**config.mk**
```make
export PLATFORM = sky130hd
export DESIGN_NAME = byte_write_buffer_ring
export DESIGN_NICKNAME = d
export VERILOG_FILES = /design/src/sv/bwb_pkg.sv /design/src/sv/byte_write_buffer_ring.sv /design/src/sv/bwb_ctrl.sv /design/src/sv/bwb_datapath.sv
export SDC_FILE = /design/constraint.sdc
export NUM_CORES = 2
export LEC_CHECK = 0
export ABC_AREA = 0
export CORE_ASPECT_RATIO = 1.1
export CORE_UTILIZATION = 33
export DETAILED_ROUTE_END_ITERATION = 8
export DONT_BUFFER_PORTS = 1
export PLACE_DENSITY = 0.49
export SLEW_MARGIN = 20
export SYNTH_ARGS = -nofsm -noshare
export SYNTH_HDL_FRONTEND = slang
export SYNTH_MEMORY_MAX_BITS = 65536
export SYNTH_SLANG_ARGS = --single-unit
```
**constraint.sdc**
```tcl
create_clock -name clk -period 3.5 [get_ports clk]
set_input_delay 0.7 -clock clk [delete_from_list [all_inputs] [get_ports clk]]
set_output_delay 0.7 -clock clk [all_outputs]
set_load 0.02 [all_outputs]
```
**src/sv/bwb_pkg.sv**
```systemverilog
// shared types and constants for the byte write buffer ring
// used by every module of the block; no dependencies
`timescale 1ns / 1ps

package bwb_pkg;

  // fixed field widths
  localparam int CMD_W      = 2;
  localparam int DATA_W     = 8;
  localparam int STATUS_W   = 2;
  localparam int LEN_W      = 7;
  localparam int CNT_W      = 4;
  localparam int CFG_ADDR_W = 1;
  localparam int CFG_DATA_W = 7;

  // parameter defaults
  localparam int DEF_MAX_BUF_BYTES = 64;
  localparam int DEF_NUM_SLOTS     = 8;

  // register reset values
  localparam logic [LEN_W-1:0] BUF_LEN_RESET   = 7'd64;
  localparam logic [CNT_W-1:0] BUF_COUNT_RESET = 4'd8;

  // register indexes
  localparam logic [CFG_ADDR_W-1:0] REG_BUF_LEN   = 1'b0;
  localparam logic [CFG_ADDR_W-1:0] REG_BUF_COUNT = 1'b1;

  // command codes
  localparam logic [CMD_W-1:0] CMD_PUT   = 2'd0;
  localparam logic [CMD_W-1:0] CMD_FLUSH = 2'd1;
  localparam logic [CMD_W-1:0] CMD_DRAIN = 2'd2;
  localparam logic [CMD_W-1:0] CMD_CLEAR = 2'd3;

  // status codes
  localparam logic [STATUS_W-1:0] ST_OK   = 2'd0;
  localparam logic [STATUS_W-1:0] ST_FULL = 2'd1;
  localparam logic [STATUS_W-1:0] ST_NONE = 2'd2;

  typedef struct packed {
    logic [CMD_W-1:0]  command;
    logic [DATA_W-1:0] data_byte;
  } item_t;

  typedef struct packed {
    logic [STATUS_W-1:0] status;
    logic [DATA_W-1:0]   out_byte;
    logic                out_last;
    logic [LEN_W-1:0]    buffer_length;
    logic [CNT_W-1:0]    free_slots;
  } result_t;

  // controller to datapath
  typedef struct packed {
    logic step;       // apply the accepted item to the ring state
    logic rd_en;      // read next drained byte
    logic out_load;   // load the result register
    logic load_byte;  // result comes from the read byte
    logic byte_last;  // final byte of the drain
  } ctrl_cmd_t;

  // datapath to controller
  typedef struct packed {
    logic drain_start;  // offered item is a drain with a posted slot
    logic rd_last;      // byte now being read is the final one
  } dp_status_t;

endpackage

```
**src/sv/byte_write_buffer_ring.sv**
```systemverilog
// top level of the byte write buffer ring
// depends on bwb_pkg, bwb_ctrl and bwb_datapath
`timescale 1ns / 1ps

// A ring of buffer slots, each collecting bytes plus a stored length. A put
// beat writes one byte into the open slot (opening the next free slot first,
// or answering full when none is free); a slot that reaches buf_len bytes is
// posted on its own, and a flush beat posts a partly filled slot with its
// true byte count. A drain beat returns the oldest posted slot as one result
// beat per byte, with out_last on the final one, and frees the slot. Put,
// flush, clear and empty-drain beats can follow in back-to-back cycles
// while results are taken. A drain holds the block: the single registered
// read port of the byte store delivers one byte per cycle while results
// are taken, and the next beat is taken once the final byte sits in the
// result register.
// Writing either configuration register empties the ring, as the clear
// command does; write only while the block is idle. Register values out of
// range are saturated (buf_len to 2..MAX_BUF_BYTES, buf_count to
// 1..NUM_SLOTS). The byte and length stores need no clearing pass after
// reset; only entries written since reset are ever read.

module byte_write_buffer_ring
  import bwb_pkg::*;
#(
  parameter int MAX_BUF_BYTES = DEF_MAX_BUF_BYTES,  // bytes per slot, 2..64
  parameter int NUM_SLOTS     = DEF_NUM_SLOTS       // slots in the ring, 1..15
) (
  input  logic                  clk,
  input  logic                  rst,
  // command beats
  input  logic                  item_valid,
  output logic                  item_ready,
  input  item_t                 item,
  // result beats
  output logic                  result_valid,
  input  logic                  result_ready,
  output result_t               result,
  // configuration writes
  input  logic                  cfg_wen,
  input  logic [CFG_ADDR_W-1:0] cfg_index,
  input  logic [CFG_DATA_W-1:0] cfg_wdata
);

  ctrl_cmd_t  cmd;
  dp_status_t sts;

  // handshake and drain sequencing
  bwb_ctrl u_ctrl (
    .clk          (clk),
    .rst          (rst),
    .item_valid   (item_valid),
    .item_ready   (item_ready),
    .result_valid (result_valid),
    .result_ready (result_ready),
    .sts          (sts),
    .cmd          (cmd)
  );

  // ring state, stores and result register
  bwb_datapath #(
    .MAX_BUF_BYTES (MAX_BUF_BYTES),
    .NUM_SLOTS     (NUM_SLOTS)
  ) u_datapath (
    .clk       (clk),
    .rst       (rst),
    .item      (item),
    .result    (result),
    .cfg_wen   (cfg_wen),
    .cfg_index (cfg_index),
    .cfg_wdata (cfg_wdata),
    .cmd       (cmd),
    .sts       (sts)
  );

endmodule

```
**src/sv/bwb_ctrl.sv**
```systemverilog
// controller state machine for the byte write buffer ring
// depends on bwb_pkg; drives bwb_datapath through ctrl_cmd_t
`timescale 1ns / 1ps

module bwb_ctrl
  import bwb_pkg::*;
(
  input  logic       clk,
  input  logic       rst,
  input  logic       item_valid,
  output logic       item_ready,
  output logic       result_valid,
  input  logic       result_ready,
  input  dp_status_t sts,
  output ctrl_cmd_t  cmd
);

  typedef enum logic [1:0] {
    S_IDLE  = 2'b01,
    S_DRAIN = 2'b10
  } state_t;

  state_t state, state_next;
  logic   out_valid, out_valid_next;
  logic   q_valid, q_valid_next;
  logic   q_last, q_last_next;
  logic   rd_done, rd_done_next;
  logic   out_free;
  logic   load;
  logic   issue;

  assign out_free     = !out_valid || result_ready;
  assign result_valid = out_valid;

  always_comb begin
    state_next   = state;
    q_valid_next = q_valid;
    q_last_next  = q_last;
    rd_done_next = rd_done;
    item_ready   = 1'b0;
    load         = 1'b0;
    issue        = 1'b0;
    cmd          = '0;
    case (state)
      S_IDLE: begin
        // no beat is taken while reset is held
        item_ready = out_free && !rst;
        if (item_valid && item_ready) begin
          cmd.step = 1'b1;
          if (sts.drain_start) begin
            state_next   = S_DRAIN;
            q_valid_next = 1'b0;
            rd_done_next = 1'b0;
          end else begin
            cmd.out_load = 1'b1;
          end
        end
      end
      S_DRAIN: begin
        load          = q_valid && out_free;
        issue         = !rd_done && (!q_valid || load);
        cmd.rd_en     = issue;
        cmd.out_load  = load;
        cmd.load_byte = 1'b1;
        cmd.byte_last = q_last;
        if (issue) begin
          q_valid_next = 1'b1;
          q_last_next  = sts.rd_last;
          rd_done_next = sts.rd_last;
        end else if (load) begin
          q_valid_next = 1'b0;
        end
        if (load && q_last) begin
          state_next = S_IDLE;
        end
      end
      default: begin
        state_next = S_IDLE;
      end
    endcase
    out_valid_next = cmd.out_load ? 1'b1 : (result_ready ? 1'b0 : out_valid);
  end

  always_ff @(posedge clk) begin
    if (rst) begin
      state     <= S_IDLE;
      out_valid <= 1'b0;
      q_valid   <= 1'b0;
      q_last    <= 1'b0;
      rd_done   <= 1'b0;
    end else begin
      state     <= state_next;
      out_valid <= out_valid_next;
      q_valid   <= q_valid_next;
      q_last    <= q_last_next;
      rd_done   <= rd_done_next;
    end
  end

endmodule

```
**src/sv/bwb_datapath.sv**
```systemverilog
// datapath of the byte write buffer ring: registers, ring pointers,
// byte and length memories, result register; depends on bwb_pkg
`timescale 1ns / 1ps

module bwb_datapath
  import bwb_pkg::*;
#(
  parameter int MAX_BUF_BYTES = DEF_MAX_BUF_BYTES,
  parameter int NUM_SLOTS     = DEF_NUM_SLOTS
) (
  input  logic                  clk,
  input  logic                  rst,
  input  item_t                 item,
  output result_t               result,
  input  logic                  cfg_wen,
  input  logic [CFG_ADDR_W-1:0] cfg_index,
  input  logic [CFG_DATA_W-1:0] cfg_wdata,
  input  ctrl_cmd_t             cmd,
  output dp_status_t            sts
);

  localparam int SLOT_W  = (NUM_SLOTS > 1) ? $clog2(NUM_SLOTS) : 1;
  localparam int BYTE_W  = (MAX_BUF_BYTES > 1) ? $clog2(MAX_BUF_BYTES) : 1;
  localparam int DEPTH   = NUM_SLOTS * MAX_BUF_BYTES;
  localparam int ADDR_W  = (DEPTH > 1) ? $clog2(DEPTH) : 1;
  localparam int CMP_W   = ((SLOT_W > CNT_W) ? SLOT_W : CNT_W) + 1;

  function automatic logic [CNT_W-1:0] eff_count_f(input logic [CNT_W-1:0] v);
    logic [CNT_W-1:0] r;
    r = v;
    if (v == '0) begin
      r = CNT_W'(1);
    end else if (int'(v) > NUM_SLOTS) begin
      r = CNT_W'(NUM_SLOTS);
    end
    return r;
  endfunction

  function automatic logic [SLOT_W-1:0] next_slot_f(input logic [SLOT_W-1:0] s,
                                                     input logic [CNT_W-1:0]  cnt);
    logic [CMP_W-1:0] n;
    n = CMP_W'(s) + CMP_W'(1);
    return (n >= CMP_W'(cnt)) ? '0 : n[SLOT_W-1:0];
  endfunction

  // configuration registers
  logic [LEN_W-1:0] buf_len;
  logic [CNT_W-1:0] buf_count;

  // ring state
  logic [SLOT_W-1:0] write_slot, write_slot_next;
  logic [SLOT_W-1:0] read_slot, read_slot_next;
  logic [CNT_W-1:0]  free_count, free_count_next;
  logic              slot_open, slot_open_next;
  logic [BYTE_W-1:0] fill_offset, fill_offset_next;

  // drain pointers
  logic [SLOT_W-1:0] drain_slot;
  logic [LEN_W-1:0]  drain_len;
  logic [BYTE_W-1:0] rd_idx;

  // memories
  logic [DATA_W-1:0] byte_mem [DEPTH];
  logic [LEN_W-1:0]  len_mem  [NUM_SLOTS];
  logic [DATA_W-1:0] rd_byte;
  logic [LEN_W-1:0]  len_rd;

  logic [LEN_W-1:0]    eff_len;
  logic [CNT_W-1:0]    eff_count;
  logic [CNT_W-1:0]    cfg_count;
  logic                posted;
  logic [BYTE_W-1:0]   off;
  logic [LEN_W-1:0]    new_len;
  logic [STATUS_W-1:0] step_status;
  logic                mem_we;
  logic                len_we;
  logic [LEN_W-1:0]    len_wdata;
  logic [ADDR_W-1:0]   waddr;
  logic [ADDR_W-1:0]   raddr;
  logic [LEN_W-1:0]    len_clamped;
  logic                step_drain;

  always_comb begin
    eff_len = buf_len;
    if (buf_len < LEN_W'(2)) begin
      eff_len = LEN_W'(2);
    end else if (buf_len > LEN_W'(MAX_BUF_BYTES)) begin
      eff_len = LEN_W'(MAX_BUF_BYTES);
    end
  end

  assign eff_count = eff_count_f(buf_count);
  assign posted    = free_count < eff_count;
  assign off       = slot_open ? fill_offset : '0;
  assign new_len   = LEN_W'(off) + LEN_W'(1);

  assign sts.drain_start = (item.command == CMD_DRAIN) && posted;
  assign sts.rd_last     = (LEN_W'(rd_idx) + LEN_W'(1)) == drain_len;
  assign step_drain      = cmd.step && sts.drain_start;

  // count in force after a configuration write
  assign cfg_count = (cfg_index == REG_BUF_COUNT) ? eff_count_f(cfg_wdata[CNT_W-1:0])
                                                  : eff_count;

  // effect of one item on the ring
  always_comb begin
    write_slot_next  = write_slot;
    read_slot_next   = read_slot;
    free_count_next  = free_count;
    slot_open_next   = slot_open;
    fill_offset_next = fill_offset;
    step_status      = ST_OK;
    mem_we           = 1'b0;
    len_we           = 1'b0;
    len_wdata        = eff_len;
    case (item.command)
      CMD_PUT: begin
        if (!slot_open && free_count == '0) begin
          step_status = ST_FULL;
        end else begin
          mem_we = 1'b1;
          if (new_len >= eff_len) begin
            len_we           = 1'b1;
            len_wdata        = eff_len;
            free_count_next  = free_count - CNT_W'(1);
            write_slot_next  = next_slot_f(write_slot, eff_count);
            slot_open_next   = 1'b0;
            fill_offset_next = '0;
          end else begin
            slot_open_next   = 1'b1;
            fill_offset_next = new_len[BYTE_W-1:0];
          end
        end
      end
      CMD_FLUSH: begin
        if (slot_open && fill_offset != '0) begin
          len_we           = 1'b1;
          len_wdata        = LEN_W'(fill_offset);
          if (free_count != '0) begin
            free_count_next = free_count - CNT_W'(1);
          end
          write_slot_next  = next_slot_f(write_slot, eff_count);
          slot_open_next   = 1'b0;
          fill_offset_next = '0;
        end else begin
          step_status = ST_NONE;
        end
      end
      CMD_DRAIN: begin
        if (posted) begin
          free_count_next = free_count + CNT_W'(1);
          read_slot_next  = next_slot_f(read_slot, eff_count);
        end else begin
          step_status = ST_NONE;
        end
      end
      CMD_CLEAR: begin
        write_slot_next  = '0;
        read_slot_next   = '0;
        free_count_next  = eff_count;
        slot_open_next   = 1'b0;
        fill_offset_next = '0;
      end
      default: begin
        step_status = ST_OK;
      end
    endcase
    if (!cmd.step) begin
      write_slot_next  = write_slot;
      read_slot_next   = read_slot;
      free_count_next  = free_count;
      slot_open_next   = slot_open;
      fill_offset_next = fill_offset;
      mem_we           = 1'b0;
      len_we           = 1'b0;
    end
    if (rst) begin
      write_slot_next  = '0;
      read_slot_next   = '0;
      free_count_next  = eff_count_f(BUF_COUNT_RESET);
      slot_open_next   = 1'b0;
      fill_offset_next = '0;
      mem_we           = 1'b0;
      len_we           = 1'b0;
    end else if (cfg_wen) begin
      write_slot_next  = '0;
      read_slot_next   = '0;
      free_count_next  = cfg_count;
      slot_open_next   = 1'b0;
      fill_offset_next = '0;
      mem_we           = 1'b0;
      len_we           = 1'b0;
    end
  end

  always_ff @(posedge clk) begin
    if (rst) begin
      buf_len   <= BUF_LEN_RESET;
      buf_count <= BUF_COUNT_RESET;
    end else if (cfg_wen) begin
      case (cfg_index)
        REG_BUF_LEN:   buf_len   <= cfg_wdata[LEN_W-1:0];
        REG_BUF_COUNT: buf_count <= cfg_wdata[CNT_W-1:0];
        default:       buf_len   <= buf_len;
      endcase
    end
  end

  always_ff @(posedge clk) begin
    write_slot  <= write_slot_next;
    read_slot   <= read_slot_next;
    free_count  <= free_count_next;
    slot_open   <= slot_open_next;
    fill_offset <= fill_offset_next;
  end

  // slot length memory, read kept in step with the read pointer
  always_ff @(posedge clk) begin
    if (len_we) begin
      len_mem[write_slot] <= len_wdata;
    end
    if (len_we && write_slot == read_slot_next) begin
      len_rd <= len_wdata;
    end else begin
      len_rd <= len_mem[read_slot_next];
    end
  end

  always_comb begin
    len_clamped = len_rd;
    if (len_rd > LEN_W'(MAX_BUF_BYTES)) begin
      len_clamped = LEN_W'(MAX_BUF_BYTES);
    end else if (len_rd == '0) begin
      len_clamped = LEN_W'(1);
    end
  end

  // drain pointers
  always_ff @(posedge clk) begin
    if (step_drain) begin
      drain_slot <= read_slot;
      drain_len  <= len_clamped;
      rd_idx     <= '0;
    end else if (cmd.rd_en) begin
      rd_idx <= rd_idx + BYTE_W'(1);
    end
  end

  assign waddr = ADDR_W'(write_slot) * ADDR_W'(MAX_BUF_BYTES) + ADDR_W'(off);
  assign raddr = ADDR_W'(drain_slot) * ADDR_W'(MAX_BUF_BYTES) + ADDR_W'(rd_idx);

  // byte store, one write and one registered read port
  always_ff @(posedge clk) begin
    if (mem_we) begin
      byte_mem[waddr] <= item.data_byte;
    end
    if (cmd.rd_en) begin
      rd_byte <= byte_mem[raddr];
    end
  end

  // result register
  always_ff @(posedge clk) begin
    if (cmd.out_load) begin
      if (cmd.load_byte) begin
        result.status        <= ST_OK;
        result.out_byte      <= rd_byte;
        result.out_last      <= cmd.byte_last;
        result.buffer_length <= drain_len;
        result.free_slots    <= free_count;
      end else begin
        result.status        <= step_status;
        result.out_byte      <= '0;
        result.out_last      <= 1'b1;
        result.buffer_length <= '0;
        result.free_slots    <= free_count_next;
      end
    end
  end

endmodule

```
==> summary.txt <==
GRT
  • Maximum number of pins on one net before global-route repair: 506
  • Total GRT Usage: ~18%
  • Met3 Track Usage GR: under 10%
  • GR Util met2: 29.00%
  • GRT overflow: 0
  • Met1 usage in global routing: 24.46%
  • Initial antenna violation count: 16
  • GR peak layer: met2
  • First-pass GRT wire length: approximately 630 mm
  • Vias in the first global route: about 83000

Min path
  • Worst hold-check path type: in -> reg
  • Hold Crit Start: item[2]
  • Hold path depth: 1

CTS
  • Clock sinks: 4232
  • Clock root buffer: clkbuf_16
  • Bufs on Longest Clock Path: 4
  • TritonCTS Buffers: 438
  • CTS tree: done
  • Htree depth: 5
  • Skew-Pair Late Insertion Delay: 1.06 ns
  • CTS clk-pin slew, worst paths: 0.06 ns

STA
  • Max Clock Freq: between 200 and 300 MHz
  • Final hold vios: 0
  • Max Transition Viols Final: 0
  • Min Tclk post-route: 3.637 ns
  • Final setup viols: 6
  • Final worst slack: -0.1365 ns
  • Skew final: 0.1076 ns
  • Slew @ Worst Pin: approximately 1.3 ns
  • Slew margin rel.: 13.89%
  • Worst hold margin: 0.09214 ns
  • Period utilization: 103.9%
  • RSZ-0062 raised after global routing: yes

Synthesis
  • Post-synth ARST share: 0%
  • Most frequent cell after synthesis: edfxtp_1
  • Synth Area in Simple Gates: 2.356%
  • Area leader, netlist: edfxtp_1
  • Synth Area in XOR/XNOR: 0.09581%
  • Synthesized flop and latch total: between 4000 and 5000
  • Most frequent cells after synthesis: edfxtp_1, mux4_2, nor2_1, clkbuf_1, mux2i_1
  • Mux cell area share after synthesis: 16.14%
  • Synth top area cells: edfxtp_1, mux4_2, nor2_1
  • Post-synthesis compound-gate area fraction: 2.733%
  • Ys flop type: edfxtp_1
  • Netlist cell types: 68
  • Syn Area/Cell: approximately 21 sq um
  • Synthesized area: 164500 sq um
  • Seq/Total Area, Yosys: a little under 80%
  • Largest family of logic cells by synthesized area: multiplexers
  • Synth top area share: 76.50%
  • Post-synthesis cell count: ~7700
  • Number of flops mapped to enable cells by yosys: ~4200
  • Adder-cell share of the synthesized area: less than 1%
  • Synth warn: 0
  • Syn nets: 7717

Routing
  • Vias: 80220
  • WL per Instance: between 20 and 30 um
  • # DRC: 0
  • Wirelength, routed: 448.9 mm
  • ANT nets after route: 0
  • Pre-Repair DR Iteration Count: 5
  • Via density: 5.266
  • 1st-iter DRT viols: 7534

Floorplanning
  • Initial Util: 33.19%
  • Placeable Area: 495700 sq um
  • I/O pin count: 47
  • Chip width: roughly 680 um
  • Die extent in y: 742.6 um
  • Site Rows: 271
  • Die area: approximately 500000 sq um

Critical path
  • Kind of critical path: reg -> reg
  • Critical Path End Type: flop
  • Type of origin of the critical path: flop
  • CP max stage delay: 0.47 ns
  • Worst Path Required: 4.23 ns
  • Crit path buffers/inverters: 6
  • Critical Path AT: 4.36 ns
  • Worst R2R Start: u_datapath.rd_idx[0]
  • CP top delay family: buffers and inverters
  • Crit-path cells: buf_12, buf_16, buf_6, buf_12, buf_4, mux4_2, mux2_2, o221ai_1, a221oi_1, nor4_4, buf_4, a22oi_1, and3_4
  • Crit path from: u_datapath.rd_idx[0]
  • R2R Setup Slk: -0.14 ns
  • Reg2Reg Depth: 13
  • CP max FO: 17
  • Worst path depth: 13
  • Critical path's slowest cell: mux4_2

Finish
  • Synth-to-Final Area Change: 17.83%
  • Nets: approximately 8400
  • Share of layout cells above drive strength 1: 31.34%
  • Final design utilization: roughly two fifths
  • Post-route design area: 193900 sq um

Placed design
  • Gpl congestion: 0.7926
  • Post-Place Cell Area: 177000 sq um
  • DP Wirelength: roughly 270 mm
  • I/O Buffers: 0

Status
  • Failing checks: negative setup slack
  • Outcome: complete, but fails checks

Power
  • PD cells: approximately 600 nW/um^2
  • Int Pwr: just over 0.09 W
  • Psw: 0.02860 W
  • Sequential power share: a little under half
  • Worst IR Drop VDD: 0.4176 mV
  • Comb pwr share: 15.3%
  • Sw frac: 23.93%
  • Leakage: approximately 60 nW
  • Clock power frac: 38.1%

Run
  • Max-cap violations: 0
==> layout make-up <==
cell class                 count  area (sq um)
clock inverter               262          2400
timing repair buffer         698          8283
tap                         6552          8198
fill                       44340        301800
inverter                      22         90.09
multi-input combinational   2921         36770
sequential                  4232        126700
clock buffer                 539         11440
antenna                        7         17.52
==> power by group through the flow <==
| stage | Clock (W) | Combinational (W) | Sequential [W] |
|---|---|---|---|
| 3_3_place_gp | 0 | 0.0158 | 0.0569 |
| 5_1_grt | 0.0482 | 0.0193 | 0.0558 |
| 2_1_floorplan | 0 | 0.0104 | 0.0568 |
| 4_1_cts | 0.0465 | 0.0178 | 0.0558 |
| 3_5_place_dp | 0 | 0.0166 | 0.0569 |
| 6_report | 0.0455 | 0.0182 | 0.0558 |
==> path summary, 6_finish.rpt <==
check                                                   end
worst max-delay path                  u_datapath.rd_byte[0]
worst min register to register              u_ctrl.state[0]
worst min-delay path            u_datapath.byte_mem[423][2]
worst max register to register        u_datapath.rd_byte[0]
==> logic make-up after synthesis <==
group | count (synthesis)
AND/OR/NAND/NOR | 920
buffers and inverters | 512
multiplexers | 1338
adder cells (fa/ha/maj) | 29
AO/OA/AOI/OAI | 616
flip-flops | 4232
XOR/XNOR | 18
==> per-layer routing <==
metal / vias up / share of wire (%)
li1: 33590 / -
met1: 43730 / 43
met2: 2354 / 49
met3: 540 / 5.4
met4: 0 / 2.7
met5: - / 0
==> sequential cells by signal (all words and copies together) (netlist names) <==
register	cells
u_datapath.read_slot	3
u_datapath.free_count	4
u_datapath.result	22
u_ctrl.state	2
u_datapath.byte_mem	4096
u_datapath.write_slot	3
u_ctrl.rd_done	1
u_datapath.drain_slot	3
u_datapath.fill_offset	6
u_ctrl.result_valid	1
u_datapath.buf_count	4
u_ctrl.q_last	1
u_datapath.slot_open	1
u_datapath.drain_len	7
u_datapath.rd_byte	8
u_datapath.len_mem	56
u_ctrl.q_valid	1
u_datapath.rd_idx	6
u_datapath.buf_len	7
==> what timing repair did <==
| item | 4_1_cts | 5_1_grt |
|---|---|---|
| gates resized for setup | 131 | 208 |
| endpoints found under the setup margin | 57 | 982 |
| hold buffers | 26 | 1 |
| cloned | 9 | 6 |
| hold endpoints to repair | 180 | 100 |
| pin swaps | 20 | 24 |
| setup buffers | 27 | 50 |
==> cell usage in the layout, fill, tap and decap left out, types with 21 or more instances in the layout <==
master	count
edfxtp_1	4192
mux4_2	1039
buf_4	466
nor2_1	462
clkbuf_16	448
mux2i_1	168
nor2_2	137
buf_12	128
nand2_1	124
mux2_2	123
o21ai_0	116
clkinv_1	109
clkbuf_1	95
clkinv_2	84
a221oi_1	75
o22a_1	75
o221ai_1	71
buf_16	53
o22ai_1	51
a21oi_1	42
bufinv_16	36
dfxtp_1	36
nand3_1	31
ha_1	29
dlygate4sd3_1	23
a22oi_1	22
a221oi_2	21
and2_1	21
==> through the flow <==
stage                     power, W  setup WS (ns)  setup TNS [ns]  std cells
after floorplan            0.06724       -0.06945          -2.118       7665
after global placement     0.07271         -1.219          -8.780      14280
after detailed placement   0.07347        -0.8943          -7.057      14300
after CTS                   0.1200       -0.08507         -0.4757      15160
after global routing        0.1233        -0.1328          -1.735      15230
final                       0.1195        -0.1365         -0.4079      15230
(Power assumes the default switching activity.)
